`config.mk`:
```
export PLATFORM = sky130hd
export DESIGN_NAME = sum_constrained_subvoxel_draw_unit
export DESIGN_NICKNAME = d
export VERILOG_FILES = /design/src/design/scsd_pkg.sv /design/src/design/scsd_div.sv /design/src/design/scsd_mul.sv /design/src/design/sum_constrained_subvoxel_draw_unit.sv
export SDC_FILE = /design/constraint.sdc
export NUM_CORES = 2
export LEC_CHECK = 0
export ABC_AREA = 1
export BUFFER_PORTS_ARGS = -buffer_cell sky130_fd_sc_hd__buf_2
export CAP_MARGIN = 0
export CORE_UTILIZATION = 60
export DETAILED_ROUTE_END_ITERATION = 16
export HOLD_SLACK_MARGIN = 0.1
export PLACE_DENSITY = 0.77
export SYNTH_ARGS = -nofsm -noshare
export SYNTH_HDL_FRONTEND = slang
export SYNTH_SLANG_ARGS = --single-unit
```
`constraint.sdc`:
```
create_clock -name clk_i -period 10.7 [get_ports clk_i]
set_input_delay 1.07 -clock clk_i [delete_from_list [all_inputs] [get_ports clk_i]]
set_output_delay 1.07 -clock clk_i [all_outputs]
set_load 0.01 [all_outputs]
```
`src/design/scsd_pkg.sv`:
```
// ----------------------------------------------------------------------------
// scsd_pkg
// shared constants and types of the sum-constrained subvoxel draw unit
// ----------------------------------------------------------------------------
package scsd_pkg;

  localparam int MaxSubvoxelsDef = 8;
  localparam int ClassCountDef   = 4;

  localparam int NumClasses = 4;   // fixed register file size
  localparam int CfgIdxW    = 4;
  localparam int CfgDataW   = 32;

  localparam logic [CfgIdxW-1:0] CfgMeanBase   = 4'd0;
  localparam logic [CfgIdxW-1:0] CfgSpreadBase = 4'd4;
  localparam logic [CfgIdxW-1:0] CfgSpreadLast = 4'd7;

  localparam logic [15:0] SpreadRst = 16'd256;

  localparam int DivSteps = 64;    // dividend is sigma^2 shifted up by 32
  localparam int QuotW    = 33;    // weight is at most 2^32
  localparam int FracW    = 32;

  typedef enum logic [3:0] {
    ST_LOAD,
    ST_ACC,
    ST_DIFF,
    ST_DIV_GO,
    ST_DIV_WAIT,
    ST_MUL1_GO,
    ST_MUL1_WAIT,
    ST_MUL2_GO,
    ST_MUL2_WAIT,
    ST_EMIT
  } scsd_state_e;

endpackage

```
`src/design/scsd_div.sv`:
```
// ----------------------------------------------------------------------------
// scsd_div
// restoring divider, one quotient bit per cycle: floor(num * 2^32 / den)
// ----------------------------------------------------------------------------
module scsd_div import scsd_pkg::*; #(
  parameter int DenW = 35
) (
  input  logic             clk_i,
  input  logic             rst_ni,
  input  logic             start_i,
  input  logic [31:0]      num_i,
  input  logic [DenW-1:0]  den_i,
  output logic             done_o,
  output logic [QuotW-1:0] quot_o
);

  localparam int CntW = $clog2(DivSteps);

  logic                act_q, done_q;
  logic [CntW-1:0]     cnt_q;
  logic [DenW-1:0]     rem_q, den_q;
  logic [DivSteps-1:0] dq_q;
  logic [DenW:0]       trial;
  logic                ge;
  logic [DenW:0]       diff;

  assign trial = {rem_q, dq_q[DivSteps-1]};
  assign ge    = trial >= {1'b0, den_q};
  assign diff  = trial - {1'b0, den_q};

  always_ff @(posedge clk_i or negedge rst_ni) begin
    if (!rst_ni) begin
      act_q  <= 1'b0;
      done_q <= 1'b0;
      cnt_q  <= '0;
    end else begin
      done_q <= 1'b0;
      if (start_i) begin
        act_q <= 1'b1;
        cnt_q <= '0;
      end else if (act_q) begin
        cnt_q <= cnt_q + 1'b1;
        if (cnt_q == CntW'(DivSteps - 1)) begin
          act_q  <= 1'b0;
          done_q <= 1'b1;
        end
      end
    end
  end

  always_ff @(posedge clk_i) begin
    if (start_i) begin
      rem_q <= '0;
      den_q <= den_i;
      dq_q  <= {num_i, 32'd0};
    end else if (act_q) begin
      rem_q <= ge ? diff[DenW-1:0] : trial[DenW-1:0];
      dq_q  <= {dq_q[DivSteps-2:0], ge};
    end
  end

  assign done_o = done_q;
  assign quot_o = dq_q[QuotW-1:0];

endmodule

```
`src/design/scsd_mul.sv`:
```
// ----------------------------------------------------------------------------
// scsd_mul
// shift-add multiplier, one weight bit per cycle: floor(a * x / 2^32)
// ----------------------------------------------------------------------------
module scsd_mul import scsd_pkg::*; #(
  parameter int XW = 37
) (
  input  logic                clk_i,
  input  logic                rst_ni,
  input  logic                start_i,
  input  logic [QuotW-1:0]    a_i,
  input  logic signed [XW-1:0] x_i,
  output logic                done_o,
  output logic signed [XW:0]  p_o
);

  localparam int AccW = QuotW + XW;
  localparam int CntW = $clog2(QuotW);

  logic                   act_q, done_q;
  logic [CntW-1:0]        cnt_q;
  logic [QuotW-1:0]       a_q;
  logic signed [XW-1:0]   x_q;
  logic signed [AccW-1:0] acc_q;

  always_ff @(posedge clk_i or negedge rst_ni) begin
    if (!rst_ni) begin
      act_q  <= 1'b0;
      done_q <= 1'b0;
      cnt_q  <= '0;
    end else begin
      done_q <= 1'b0;
      if (start_i) begin
        act_q <= 1'b1;
        cnt_q <= '0;
      end else if (act_q) begin
        cnt_q <= cnt_q + 1'b1;
        if (cnt_q == CntW'(QuotW - 1)) begin
          act_q  <= 1'b0;
          done_q <= 1'b1;
        end
      end
    end
  end

  always_ff @(posedge clk_i) begin
    if (start_i) begin
      a_q   <= a_i;
      x_q   <= x_i;
      acc_q <= '0;
    end else if (act_q) begin
      acc_q <= (acc_q <<< 1) + (a_q[QuotW-1] ? AccW'(x_q) : AccW'(0));
      a_q   <= {a_q[QuotW-2:0], 1'b0};
    end
  end

  assign done_o = done_q;
  assign p_o    = acc_q[AccW-1:FracW];

endmodule

```
`src/design/sum_constrained_subvoxel_draw_unit.sv`:
```
// ----------------------------------------------------------------------------
// sum_constrained_subvoxel_draw_unit
// draws subvoxel values whose sum is fixed by the voxel observation
// ----------------------------------------------------------------------------
// usage
//   requests come in on start/busy: one request per subvoxel, taken at a
//   rising edge with start high and busy low. a request that neither carries
//   last_subvoxel_i nor fills the buffer is only stored and yields nothing.
//   the closing request starts the draw: busy rises and the unit runs
//   through all buffered subvoxels in arrival order.
//   a voxel of n subvoxels keeps busy high through an accumulation pass over
//   its subvoxels, one difference step and then, per subvoxel, the restoring
//   divider for the class weight (64 steps), two passes of the shift-add
//   multiplier (33 steps each) and one emit step. each result shows on
//   result_valid_o for one cycle, the cycle after its emit; run_end_o marks
//   the last one, and busy falls with it.
//   the receiver cannot stall, results are never held back.
//   configuration is a plain write port (index 0..3 class means, 4..7
//   class spreads); indexes above that are ignored. write only when idle.
//   reset clears the sequencer and the buffer fill, and loads means 0 and
//   spreads 1.0
// ----------------------------------------------------------------------------
module sum_constrained_subvoxel_draw_unit import scsd_pkg::*; #(
  parameter int MAX_SUBVOXELS = MaxSubvoxelsDef,
  parameter int CLASS_COUNT   = ClassCountDef
) (
  input  logic                clk_i,
  input  logic                rst_ni,
  input  logic                cfg_we_i,
  input  logic [CfgIdxW-1:0]  cfg_idx_i,
  input  logic [CfgDataW-1:0] cfg_data_i,
  input  logic                start,
  output logic                busy,
  input  logic [24:0]         subvoxel_number_i,
  input  logic [3:0]          class_mask_i,
  input  logic signed [15:0]  normal_deviate_i,
  input  logic signed [31:0]  observed_value_i,
  input  logic                last_subvoxel_i,
  output logic                result_valid_o,
  output logic [23:0]         target_index_o,
  output logic signed [31:0]  sampled_value_o,
  output logic                run_end_o
);

  localparam int IdxW = (MAX_SUBVOXELS > 1) ? $clog2(MAX_SUBVOXELS) : 1;
  localparam int CntW = $clog2(MAX_SUBVOXELS + 1);
  localparam int SW   = 32 + CntW;       // sum of sigma^2
  localparam int MuW  = 32 + CntW;       // sum of means
  localparam int VvW  = 28;              // one scaled deviate
  localparam int SvW  = VvW + CntW;      // sum of scaled deviates
  localparam int DW   = MuW + 1;         // observation minus mean sum
  localparam int YW   = DW + 3;
  localparam logic signed [YW-1:0] YMax = YW'(64'sd2147483647);
  localparam logic signed [YW-1:0] YMin = -YMax - YW'(1);

  // configuration registers
  logic signed [31:0] mean_q   [NumClasses];
  logic [15:0]        spread_q [NumClasses];

  // subvoxel buffer
  logic [23:0]           hidx_q [MAX_SUBVOXELS];
  logic [1:0]            hcls_q [MAX_SUBVOXELS];
  logic signed [15:0]    hdev_q [MAX_SUBVOXELS];
  logic signed [VvW-1:0] vv_q   [MAX_SUBVOXELS];

  scsd_state_e state_q, state_d;
  logic [CntW-1:0]       fill_q, n_q, j_q;
  logic signed [31:0]    obs_q;
  logic [SW-1:0]         s2_q;
  logic signed [MuW-1:0] mu_q;
  logic signed [SvW-1:0] sv_q;
  logic signed [DW-1:0]  diff_q;
  logic [QuotW-1:0]      a_q;
  logic signed [DW:0]    p1_q, p2_q;

  logic                  vld_q, rend_q;
  logic [23:0]           tidx_q;
  logic signed [31:0]    sval_q;

  // class pick of an incoming request: lowest set bit below CLASS_COUNT
  logic [1:0] in_cls;
  always_comb begin
    in_cls = 2'd0;
    for (int b = CLASS_COUNT - 1; b >= 0; b--) begin
      if (class_mask_i[b]) in_cls = 2'(b);
    end
  end

  logic accept, closing;
  assign accept  = start && !busy;
  assign closing = last_subvoxel_i || (fill_q + 1'b1 == CntW'(MAX_SUBVOXELS));

  // current subvoxel operands
  logic [IdxW-1:0]    jx;
  logic [1:0]         cur_cls;
  logic [15:0]        cur_sg;
  logic [31:0]        cur_sq;
  logic signed [32:0] cur_prod;
  logic signed [VvW-1:0] cur_vv;
  logic               last_j;

  assign jx       = j_q[IdxW-1:0];
  assign cur_cls  = hcls_q[jx];
  assign cur_sg   = spread_q[cur_cls];
  assign cur_sq   = cur_sg * cur_sg;
  assign cur_prod = hdev_q[jx] * $signed({1'b0, cur_sg});
  assign cur_vv   = cur_prod[31:4];      // floor of product over 16
  assign last_j   = (j_q == n_q - 1'b1);

  // shared units
  logic             div_go, div_done, mul_go, mul_done;
  logic [QuotW-1:0] quot;
  logic signed [DW-1:0] mul_x;
  logic signed [DW:0]   mul_p;

  assign div_go = (state_q == ST_DIV_GO);
  assign mul_go = (state_q == ST_MUL1_GO) || (state_q == ST_MUL2_GO);
  assign mul_x  = (state_q == ST_MUL1_GO) ? DW'(sv_q) : diff_q;

  scsd_div #(.DenW(SW)) u_div (
    .clk_i   (clk_i),
    .rst_ni  (rst_ni),
    .start_i (div_go),
    .num_i   (cur_sq),
    .den_i   (s2_q),
    .done_o  (div_done),
    .quot_o  (quot)
  );

  scsd_mul #(.XW(DW)) u_mul (
    .clk_i   (clk_i),
    .rst_ni  (rst_ni),
    .start_i (mul_go),
    .a_i     (a_q),
    .x_i     (mul_x),
    .done_o  (mul_done),
    .p_o     (mul_p)
  );

  // draw of the current subvoxel, saturated
  logic signed [YW-1:0] y_full;
  logic signed [31:0]   y_sat;
  assign y_full = YW'(vv_q[jx]) + YW'(mean_q[cur_cls]) + YW'(p2_q) - YW'(p1_q);
  always_comb begin
    if (y_full > YMax)      y_sat = 32'sh7FFF_FFFF;
    else if (y_full < YMin) y_sat = 32'sh8000_0000;
    else                    y_sat = y_full[31:0];
  end

  // sequencer next state
  always_comb begin
    state_d = state_q;
    case (state_q)
      ST_LOAD:      if (accept && closing) state_d = ST_ACC;
      ST_ACC:       if (last_j) state_d = ST_DIFF;
      ST_DIFF:      state_d = ST_DIV_GO;
      ST_DIV_GO:    state_d = ST_DIV_WAIT;
      ST_DIV_WAIT:  if (div_done) state_d = ST_MUL1_GO;
      ST_MUL1_GO:   state_d = ST_MUL1_WAIT;
      ST_MUL1_WAIT: if (mul_done) state_d = ST_MUL2_GO;
      ST_MUL2_GO:   state_d = ST_MUL2_WAIT;
      ST_MUL2_WAIT: if (mul_done) state_d = ST_EMIT;
      ST_EMIT:      state_d = last_j ? ST_LOAD : ST_DIV_GO;
      default:      state_d = ST_LOAD;
    endcase
  end

  assign busy = (state_q != ST_LOAD);

  // control registers
  always_ff @(posedge clk_i or negedge rst_ni) begin
    if (!rst_ni) begin
      state_q <= ST_LOAD;
      fill_q  <= '0;
      j_q     <= '0;
      vld_q   <= 1'b0;
      for (int c = 0; c < NumClasses; c++) begin
        mean_q[c]   <= '0;
        spread_q[c] <= SpreadRst;
      end
    end else begin
      state_q <= state_d;
      vld_q   <= (state_q == ST_EMIT);
      if (cfg_we_i) begin
        if (cfg_idx_i < CfgSpreadBase) begin
          mean_q[2'(cfg_idx_i - CfgMeanBase)] <= cfg_data_i;
        end else if (cfg_idx_i <= CfgSpreadLast) begin
          spread_q[2'(cfg_idx_i - CfgSpreadBase)] <= cfg_data_i[15:0];
        end
      end
      if (accept) begin
        fill_q <= closing ? '0 : fill_q + 1'b1;
        j_q    <= '0;
      end
      case (state_q)
        ST_ACC:  j_q <= last_j ? '0 : j_q + 1'b1;
        ST_EMIT: j_q <= j_q + 1'b1;
        default: ;
      endcase
    end
  end

  // datapath registers
  always_ff @(posedge clk_i) begin
    if (accept) begin
      hidx_q[fill_q[IdxW-1:0]] <= 24'(subvoxel_number_i - 25'd1);
      hcls_q[fill_q[IdxW-1:0]] <= in_cls;
      hdev_q[fill_q[IdxW-1:0]] <= normal_deviate_i;
      if (closing) begin
        n_q   <= fill_q + 1'b1;
        obs_q <= observed_value_i;
        s2_q  <= '0;
        mu_q  <= '0;
        sv_q  <= '0;
      end
    end
    case (state_q)
      ST_ACC: begin
        s2_q     <= s2_q + SW'(cur_sq);
        mu_q     <= mu_q + MuW'(mean_q[cur_cls]);
        sv_q     <= sv_q + SvW'(cur_vv);
        vv_q[jx] <= cur_vv;
      end
      ST_DIFF:      diff_q <= DW'(obs_q) - DW'(mu_q);
      ST_DIV_WAIT:  if (div_done) a_q <= (s2_q == '0) ? '0 : quot;
      ST_MUL1_WAIT: if (mul_done) p1_q <= mul_p;
      ST_MUL2_WAIT: if (mul_done) p2_q <= mul_p;
      ST_EMIT: begin
        tidx_q <= hidx_q[jx];
        sval_q <= y_sat;
        rend_q <= last_j;
      end
      default: ;
    endcase
  end

  assign result_valid_o  = vld_q;
  assign target_index_o  = tidx_q;
  assign sampled_value_o = sval_q;
  assign run_end_o       = rend_q;

  // results only come out of a running draw
  a_res_from_draw: assert property (@(posedge clk_i) disable iff (!rst_ni)
    result_valid_o |-> $past(busy))
    else $error("result without a running draw");

  // the closing result leaves the unit ready
  a_end_idle: assert property (@(posedge clk_i) disable iff (!rst_ni)
    result_valid_o && run_end_o |-> !busy)
    else $error("busy after last result");

  // buffer fill stays below capacity
  a_fill_bound: assert property (@(posedge clk_i) disable iff (!rst_ni)
    fill_q < CntW'(MAX_SUBVOXELS))
    else $error("buffer overfilled");

endmodule
```
Yosys cells after proc, flatten, opt, wreduce, memory -nomap -nowiden

Memories as Yosys holds them, arrays and structs flattened. A register that Yosys moved wholly into a read port is not among the register bits.
Cells that the tools add are included.

Latch bits: 0
Memory bits (read-only): 0
Output and inout port bits: 59
Bits of input ports: 118
Flip-flop bits (word level): 816
Memories kept: 4
Bits in writable memories: 560

$add $sub $neg: 16
Reduce and logical (&&, ||, !) cells: 23
Divide/modulo/power cells: 0
Shift operators: 0
$lt $le $gt $ge: 10
Muxes and demuxes: 62
Bitwise gates (word level): 4
Equal/unequal tests: 18
$mul: 2

Memories:

| name   | words | width | read ports | clocked after Yosys merged registers in | write ports | RTL line                                 | text |
|---|---|---|---|---|---|---|---|
| vv_q   | 8     | 28    | 1          | 0                                       | 1           | sum_constrained_subvoxel_draw_unit.sv:64 | `logic signed [VvW-1:0] vv_q [MAX_SUBVOXELS];` |
| hidx_q | 8     | 24    | 1          | 1                                       | 1           | sum_constrained_subvoxel_draw_unit.sv:61 | `logic [23:0] hidx_q [MAX_SUBVOXELS];` |
| hdev_q | 8     | 16    | 1          | 0                                       | 1           | sum_constrained_subvoxel_draw_unit.sv:63 | `logic signed [15:0] hdev_q [MAX_SUBVOXELS];` |
| hcls_q | 8     | 2     | 1          | 0                                       | 1           | sum_constrained_subvoxel_draw_unit.sv:62 | `logic [1:0] hcls_q [MAX_SUBVOXELS];` |

Operators with widths:

| cell                                                 | number |
|---|---|
| two-way mux 32 bit                                   | 7 |
| two-way mux 36 bit                                   | 5 |
| bitwise mux 128 bit                                  | 1 |
| two-way mux 64 bit                                   | 2 |
| adder 36 x 32 -> 36 bit                              | 2 |
| adder 70 bit                                         | 1 |
| two-way mux 70 bit                                   | 1 |
| two-way mux 33 bit                                   | 2 |
| binary-select mux 32 bit (select 2 bit)              | 1 |
| bitwise mux 64 bit                                   | 1 |
| demux 32 bit (select 2 bit)                          | 1 |
| two-way mux 16 bit                                   | 3 |
| > comparator 40 x 32 -> 1 bit, second input constant | 1 |
| < comparator 40 x 32 -> 1 bit, second input constant | 1 |
| one-hot mux 4 bit (10 select lines)                  | 1 |
| subtractor 39 x 38 -> 40 bit                         | 1 |
| adder 33 x 38 -> 39 bit                              | 1 |
| greater-or-equal comparator 37 x 36 -> 1 bit         | 1 |
| two-way mux 37 bit                                   | 1 |
| subtractor 32 x 36 -> 37 bit                         | 1 |
| zero test 36 bit                                     | 1 |
| subtractor 36 bit                                    | 1 |
| adder 28 x 32 -> 33 bit                              | 1 |
| adder 32 x 28 -> 32 bit                              | 1 |
| other kinds (38)                                     | 96 |

Logic depth before layout (Yosys ltp)

An unclocked memory read counts as a cell.

Word-level depth: 10
Mapped depth: 53
Mapped depth without buffers: 50

By module

A second synthesis with hierarchy kept.

Cells, all modules: 10120
Area, all modules: 90136.4 um^2

By module, submodules not included:

| module                             | cells an instance | instances | area an instance (um^2) |
|---|---|---|---|
| sum_constrained_subvoxel_draw_unit | 7063              | 1         | 69546.7 |
| scsd_mul                           | 1927              | 1         | 11989.0 |
| scsd_div                           | 1130              | 1         | 8600.7 |

Worst setup path after synthesis

Ideal clock, no wire load.

Path type: input to register
Start: input start
End: register mu_q[0] (enable)
Cell stages on the path: 4
Setup time: 710 ps
Buffers on the path: 0
Arrival time: 8802 ps
Slack: 1188 ps
Path through: inv_1 -> nor2_1 -> inv_1 -> o21ai_0

Longest elaborated chain between the ends: 3

Ends and longest elaborated chain:

| what                                 | RTL line                                  | text |
|---|---|---|
| start, declared                      | sum_constrained_subvoxel_draw_unit.sv:32  | `input logic start,` |
| logical AND 1 bit                    | sum_constrained_subvoxel_draw_unit.sv:90  | `assign accept = start && !busy;` |
| nonzero test 2 bit (no source line)  | n/a                                       |  |
| AND reduction 2 bit (no source line) | n/a                                       |  |
| end signal, assigned                 | sum_constrained_subvoxel_draw_unit.sv:220 | `mu_q <= mu_q + MuW'(mean_q[cur_cls]);` |
| end, declared                        | sum_constrained_subvoxel_draw_unit.sv:70  | `logic signed [MuW-1:0] mu_q;` |

Every way passes these cells.
A chain may end at the register's enable or synchronous reset.

Final worst setup path

Start: register j_q[0]
End: register sv_q[28] (data pin)

Longest elaborated chain between the ends: 8
Elaborated cells on any way between the ends: 9

Ends and longest elaborated chain:

| what                                                  | RTL line                                  | text |
|---|---|---|
| start, declared                                       | sum_constrained_subvoxel_draw_unit.sv:67  | `logic [CntW-1:0] fill_q, n_q, j_q;` |
| start signal, assigned                                | sum_constrained_subvoxel_draw_unit.sv:196 | `ST_ACC: j_q <= last_j ? '0 : j_q + 1'b1;` |
| start signal, assigned                                | sum_constrained_subvoxel_draw_unit.sv:197 | `ST_EMIT: j_q <= j_q + 1'b1;` |
| memory (8 x 2 bit)                                    | n/a                                       |  |
| inverter 2 -> 3 bit (not written as such)             | sum_constrained_subvoxel_draw_unit.sv:104 | `assign cur_sg = spread_q[cur_cls];` |
| binary-select mux 16 bit (select 2 bit)               | sum_constrained_subvoxel_draw_unit.sv:104 |  |
| two-way mux 16 bit (not written as such) (2 in a row) | sum_constrained_subvoxel_draw_unit.sv:104 |  |
| multiplier 16 x 17 -> 32 bit *                        | sum_constrained_subvoxel_draw_unit.sv:106 | `assign cur_prod = hdev_q[jx] * $signed({1'b0, cur_sg});` |
| via cur_prod[21]                                      | sum_constrained_subvoxel_draw_unit.sv:98  | `logic signed [32:0] cur_prod;` |
| adder 32 x 28 -> 32 bit *                             | sum_constrained_subvoxel_draw_unit.sv:221 | `sv_q <= sv_q + SvW'(cur_vv);` |
| two-way mux 32 bit *                                  | sum_constrained_subvoxel_draw_unit.sv:217 | `case (state_q)` |
| end signal, assigned                                  | sum_constrained_subvoxel_draw_unit.sv:221 |  |
| end, declared                                         | sum_constrained_subvoxel_draw_unit.sv:71  | `logic signed [SvW-1:0] sv_q;` |

Mark *: on every way through the listed nets, which the timed path passes. The rest lies on a longest branch. The select of a mux whose other input is x is not followed.

==> results by group <==
Synth
  – Main combinational cell family by area after synthesis: adder cells
  – Synth async-reset ratio: 15.8%
  – Simple-gate share of the synthesized area: 16.0%
  – Top FF cell, synth: edfxtp_1
  – Cell taking the most area after synthesis: edfxtp_1
  – Yosys top cell area share: 35.3%
  – Register area share after synthesis: 44.7%
  – Mux cell area share after synthesis: 0%
  – Post-synth EDFFs: 1041
  – Adder-Cell Fraction of Synth Area: 16.9%
  – Post-Syn Instances: 9753
  – Count of unique library cells instantiated by Yosys: 67
  – Synth warnings: 0
  – Post-Syn Area: 88600 um2
  – Synth Area in Compound Gates: 12.0%
  – Syn_nets: 10800
  – Largest cells by area after synthesis: edfxtp_1 (35%), fa_1 (9.9%), nand2_1 (8.1%), ha_1 (7.0%), inv_1 (6.8%)
  – Avg Inst Size Synth: 9.08 um2
  – Post-synthesis sequential element count: 1400
  – XOR/XNOR share of the synthesized area: 2.01%

Global routing
  – Largest net degree at the start of global routing: 109
  – First-pass GRT wire length: 383000 um
  – Tot GR Track Use: 33.6%
  – Initial antenna violation count: 16
  – M3 GR Usage: 6.00%
  – GRT busiest layer: met2
  – Remaining global-route overflow: 0
  – M1 GR Usage: 45.2%
  – Number of global-route vias before repair: 68500
  – GR Layer Usage met2: 53.9%

Finish
  – Most common cell after layout, fill and taps aside: nand2_1
  – Most frequent cells in the layout: nand2_1 (1910), inv_1 (1612), edfxtp_1 (1041), nor2_1 (976), o21ai_0 (664)
  – Layout filler cell count: 11700
  – Register Area: 39600 um2
  – Share of cells above drive strength 1: 6.75%
  – Area delta synth->final: 9.64%
  – Final Non-Filler Cells: 12000
  – Multi-input gate area: 41900 um2
  – Nets: 11000

STA
  – Endpoints failing setup: 0
  – Final period util: 94.3%
  – Hold Vio Cnt, Final: 0
  – Slew Limit Fails: 0
  – F_max: 99.1 MHz
  – Setup WS post-layout: 0.605 ns
  – Final Skew: 0.0778 ns
  – Setup_tns: 0 ns
  – Slew margin rel.: 12.8%
  – RSZ-0062 raised after global routing: false
  – Slew @ Worst Pin: 1.31 ns
  – Crit path time final: 10.10 ns

Placed design
  – IO Port Bufs: 175
  – Hpwl dp: 183000 um
  – Dpl cells: 11700
  – Gpl congestion: 1.04
  – Pre-CTS setup slack: 0.335 ns

Detailed routing
  – Drt total wl: 249000 um
  – Initial DRC Count: 6865
  – Via count: 69800
  – DRC viols: 0
  – Wire per inst: 20.8 um
  – Vias per cell: 5.83
  – First-pass DRT Iterations: 6
  – Final ANT Viol Nets: 0

Worst setup path
  – Arr. time, crit path: 10.59 ns
  – Crit path max fanout: 19
  – Most common cell on crit path: nand2_1
  – Critical path launch point type: flop
  – CP Class: reg -> reg
  – Crit-path slowest cell: fa_1
  – Worst R2R Setup Slack: 0.60 ns
  – CP Capture Type: flop
  – Worst path required time: 11.20 ns
  – Max incr delay on CP: 0.54 ns

Clocking
  – Clk Latency, worst-skew pair: 0.81 ns
  – Max Root-Sink Buffers: 3
  – Number of buffers created by CTS: 148
  – CTS tree: built
  – H-tree depth: 4
  – Post-CTS setup buffers: 0
  – Root Buffer Master: clkbuf_16
  – Clock-pin transition on the worst setup and hold timing paths: 0.06 ns
  – Clock Sinks: 1400

Outcome
  – Outcome: complete, no violations

Floorplanning
  – Initial core utilization: 60.6%
  – Placeable Area: 146000 um2
  – Die X: 386 um
  – FP Rows: 140
  – Die Area: 149000 um2
  – I/O Pins: 177
  – Die Ht: 386 um

Worst hold path
  – Worst min-delay path category: in -> async

Run
  – Max capacitance violation total: 0
[layout make-up]
type,count,share of cell area (%)
flip-flops and latches,1400,40.7
clock buffers,193,4.14
clock inverters,81,1.19
repair buffers,301,1.89
multi-input cells,6437,43.2
diodes,4,0.0103
well taps,1917,2.47
inverters,1650,6.39
[stage by stage]
step	util, %	instance area, um2	hold slack, ns
after detailed placement	62.9	91900	0.453
after floorplan	-	88600	0.420
after CTS	66.4	97100	0.228
after global routing	66.5	97100	0.252
after global placement	62.9	91900	0.445
final	66.5	97100	0.232
[worst max-delay path: cells and delay by family (launching register included)]
family	cells	cell delay (ns)
buf+inv	8	1.12
fa+ha+maj	8	3.78
flops	1	0.53
xor+xnor	1	0.39
compound gates	11	2.18
simple gates	13	1.74
[cells by family after synthesis]
kind of cell,count (synthesis)
AOI/OAI and AO/OA,1814
DFF,1400
xor gates and xnor gates,203
and+or+nand+nor,3486
adders and majority gates,934
buffers and inverters,1916
[state kept, by name, summed over array words and instances, names as in the netlist, 32 cells and up]
| register | cells |
|---|---|
| a_q | 33 |
| diff_q | 37 |
| hdev_q | 128 |
| hidx_q | 192 |
| mean_q | 128 |
| mu_q | 36 |
| obs_q | 32 |
| p1_q | 38 |
| p2_q | 38 |
| s2_q | 36 |
| sampled_value_o | 32 |
| spread_q | 64 |
| sv_q | 32 |
| u_div.den_q | 36 |
| u_div.dq_q | 64 |
| u_div.rem_q | 36 |
| u_mul.a_q | 33 |
| u_mul.acc_q | 70 |
| u_mul.x_q | 37 |
| vv_q | 224 |
[routing by layer]
metal | vias up | part of all wire, %
li1 | 32600 | -
met1 | 33700 | 41
met2 | 2981 | 46
met3 | 538 | 8.6
met4 | 24 | 4.4
met5 | - | 0.063
[Yosys cell counts (93+ instances only)]
| cell | instances |
|---|---|
| inv_1 | 1615 |
| a22oi_1 | 93 |
| dfxtp_1 | 138 |
| a21oi_1 | 566 |
| xor2_1 | 136 |
| edfxtp_1 | 1041 |
| nand4_1 | 116 |
| dfrtp_1 | 217 |
| ha_1 | 495 |
| nand2_1 | 1910 |
| nor2_1 | 1002 |
| o21ai_0 | 665 |
| clkbuf_1 | 160 |
| nand3_1 | 275 |
| fa_1 | 439 |
[path summary, 6_finish.rpt]
path | cells after the start | endpoint | from
setup reg to reg | 41 | sv_q[28] | j_q[0]
setup / recovery | 41 | sv_q[28] | j_q[0]
min in group clk_i | 1 | obs_q[31] | observed_value_i[31]
hold reg to reg | 2 | u_div.rem_q[26] | u_div.rem_q[26]
hold / removal | 1 | result_valid_o | rst_ni
max in group asynchronous | 3 | spread_q[19] | rst_ni
[timing repair]
item / in CTS / in global routing
hold buffers: 0 / 0
resized for setup: 0 / 13
setup endpoints to repair: 0 / 15
Power is not shown: default switching activity piles up to over one toggle a cycle in this logic, so the estimate is an artifact.
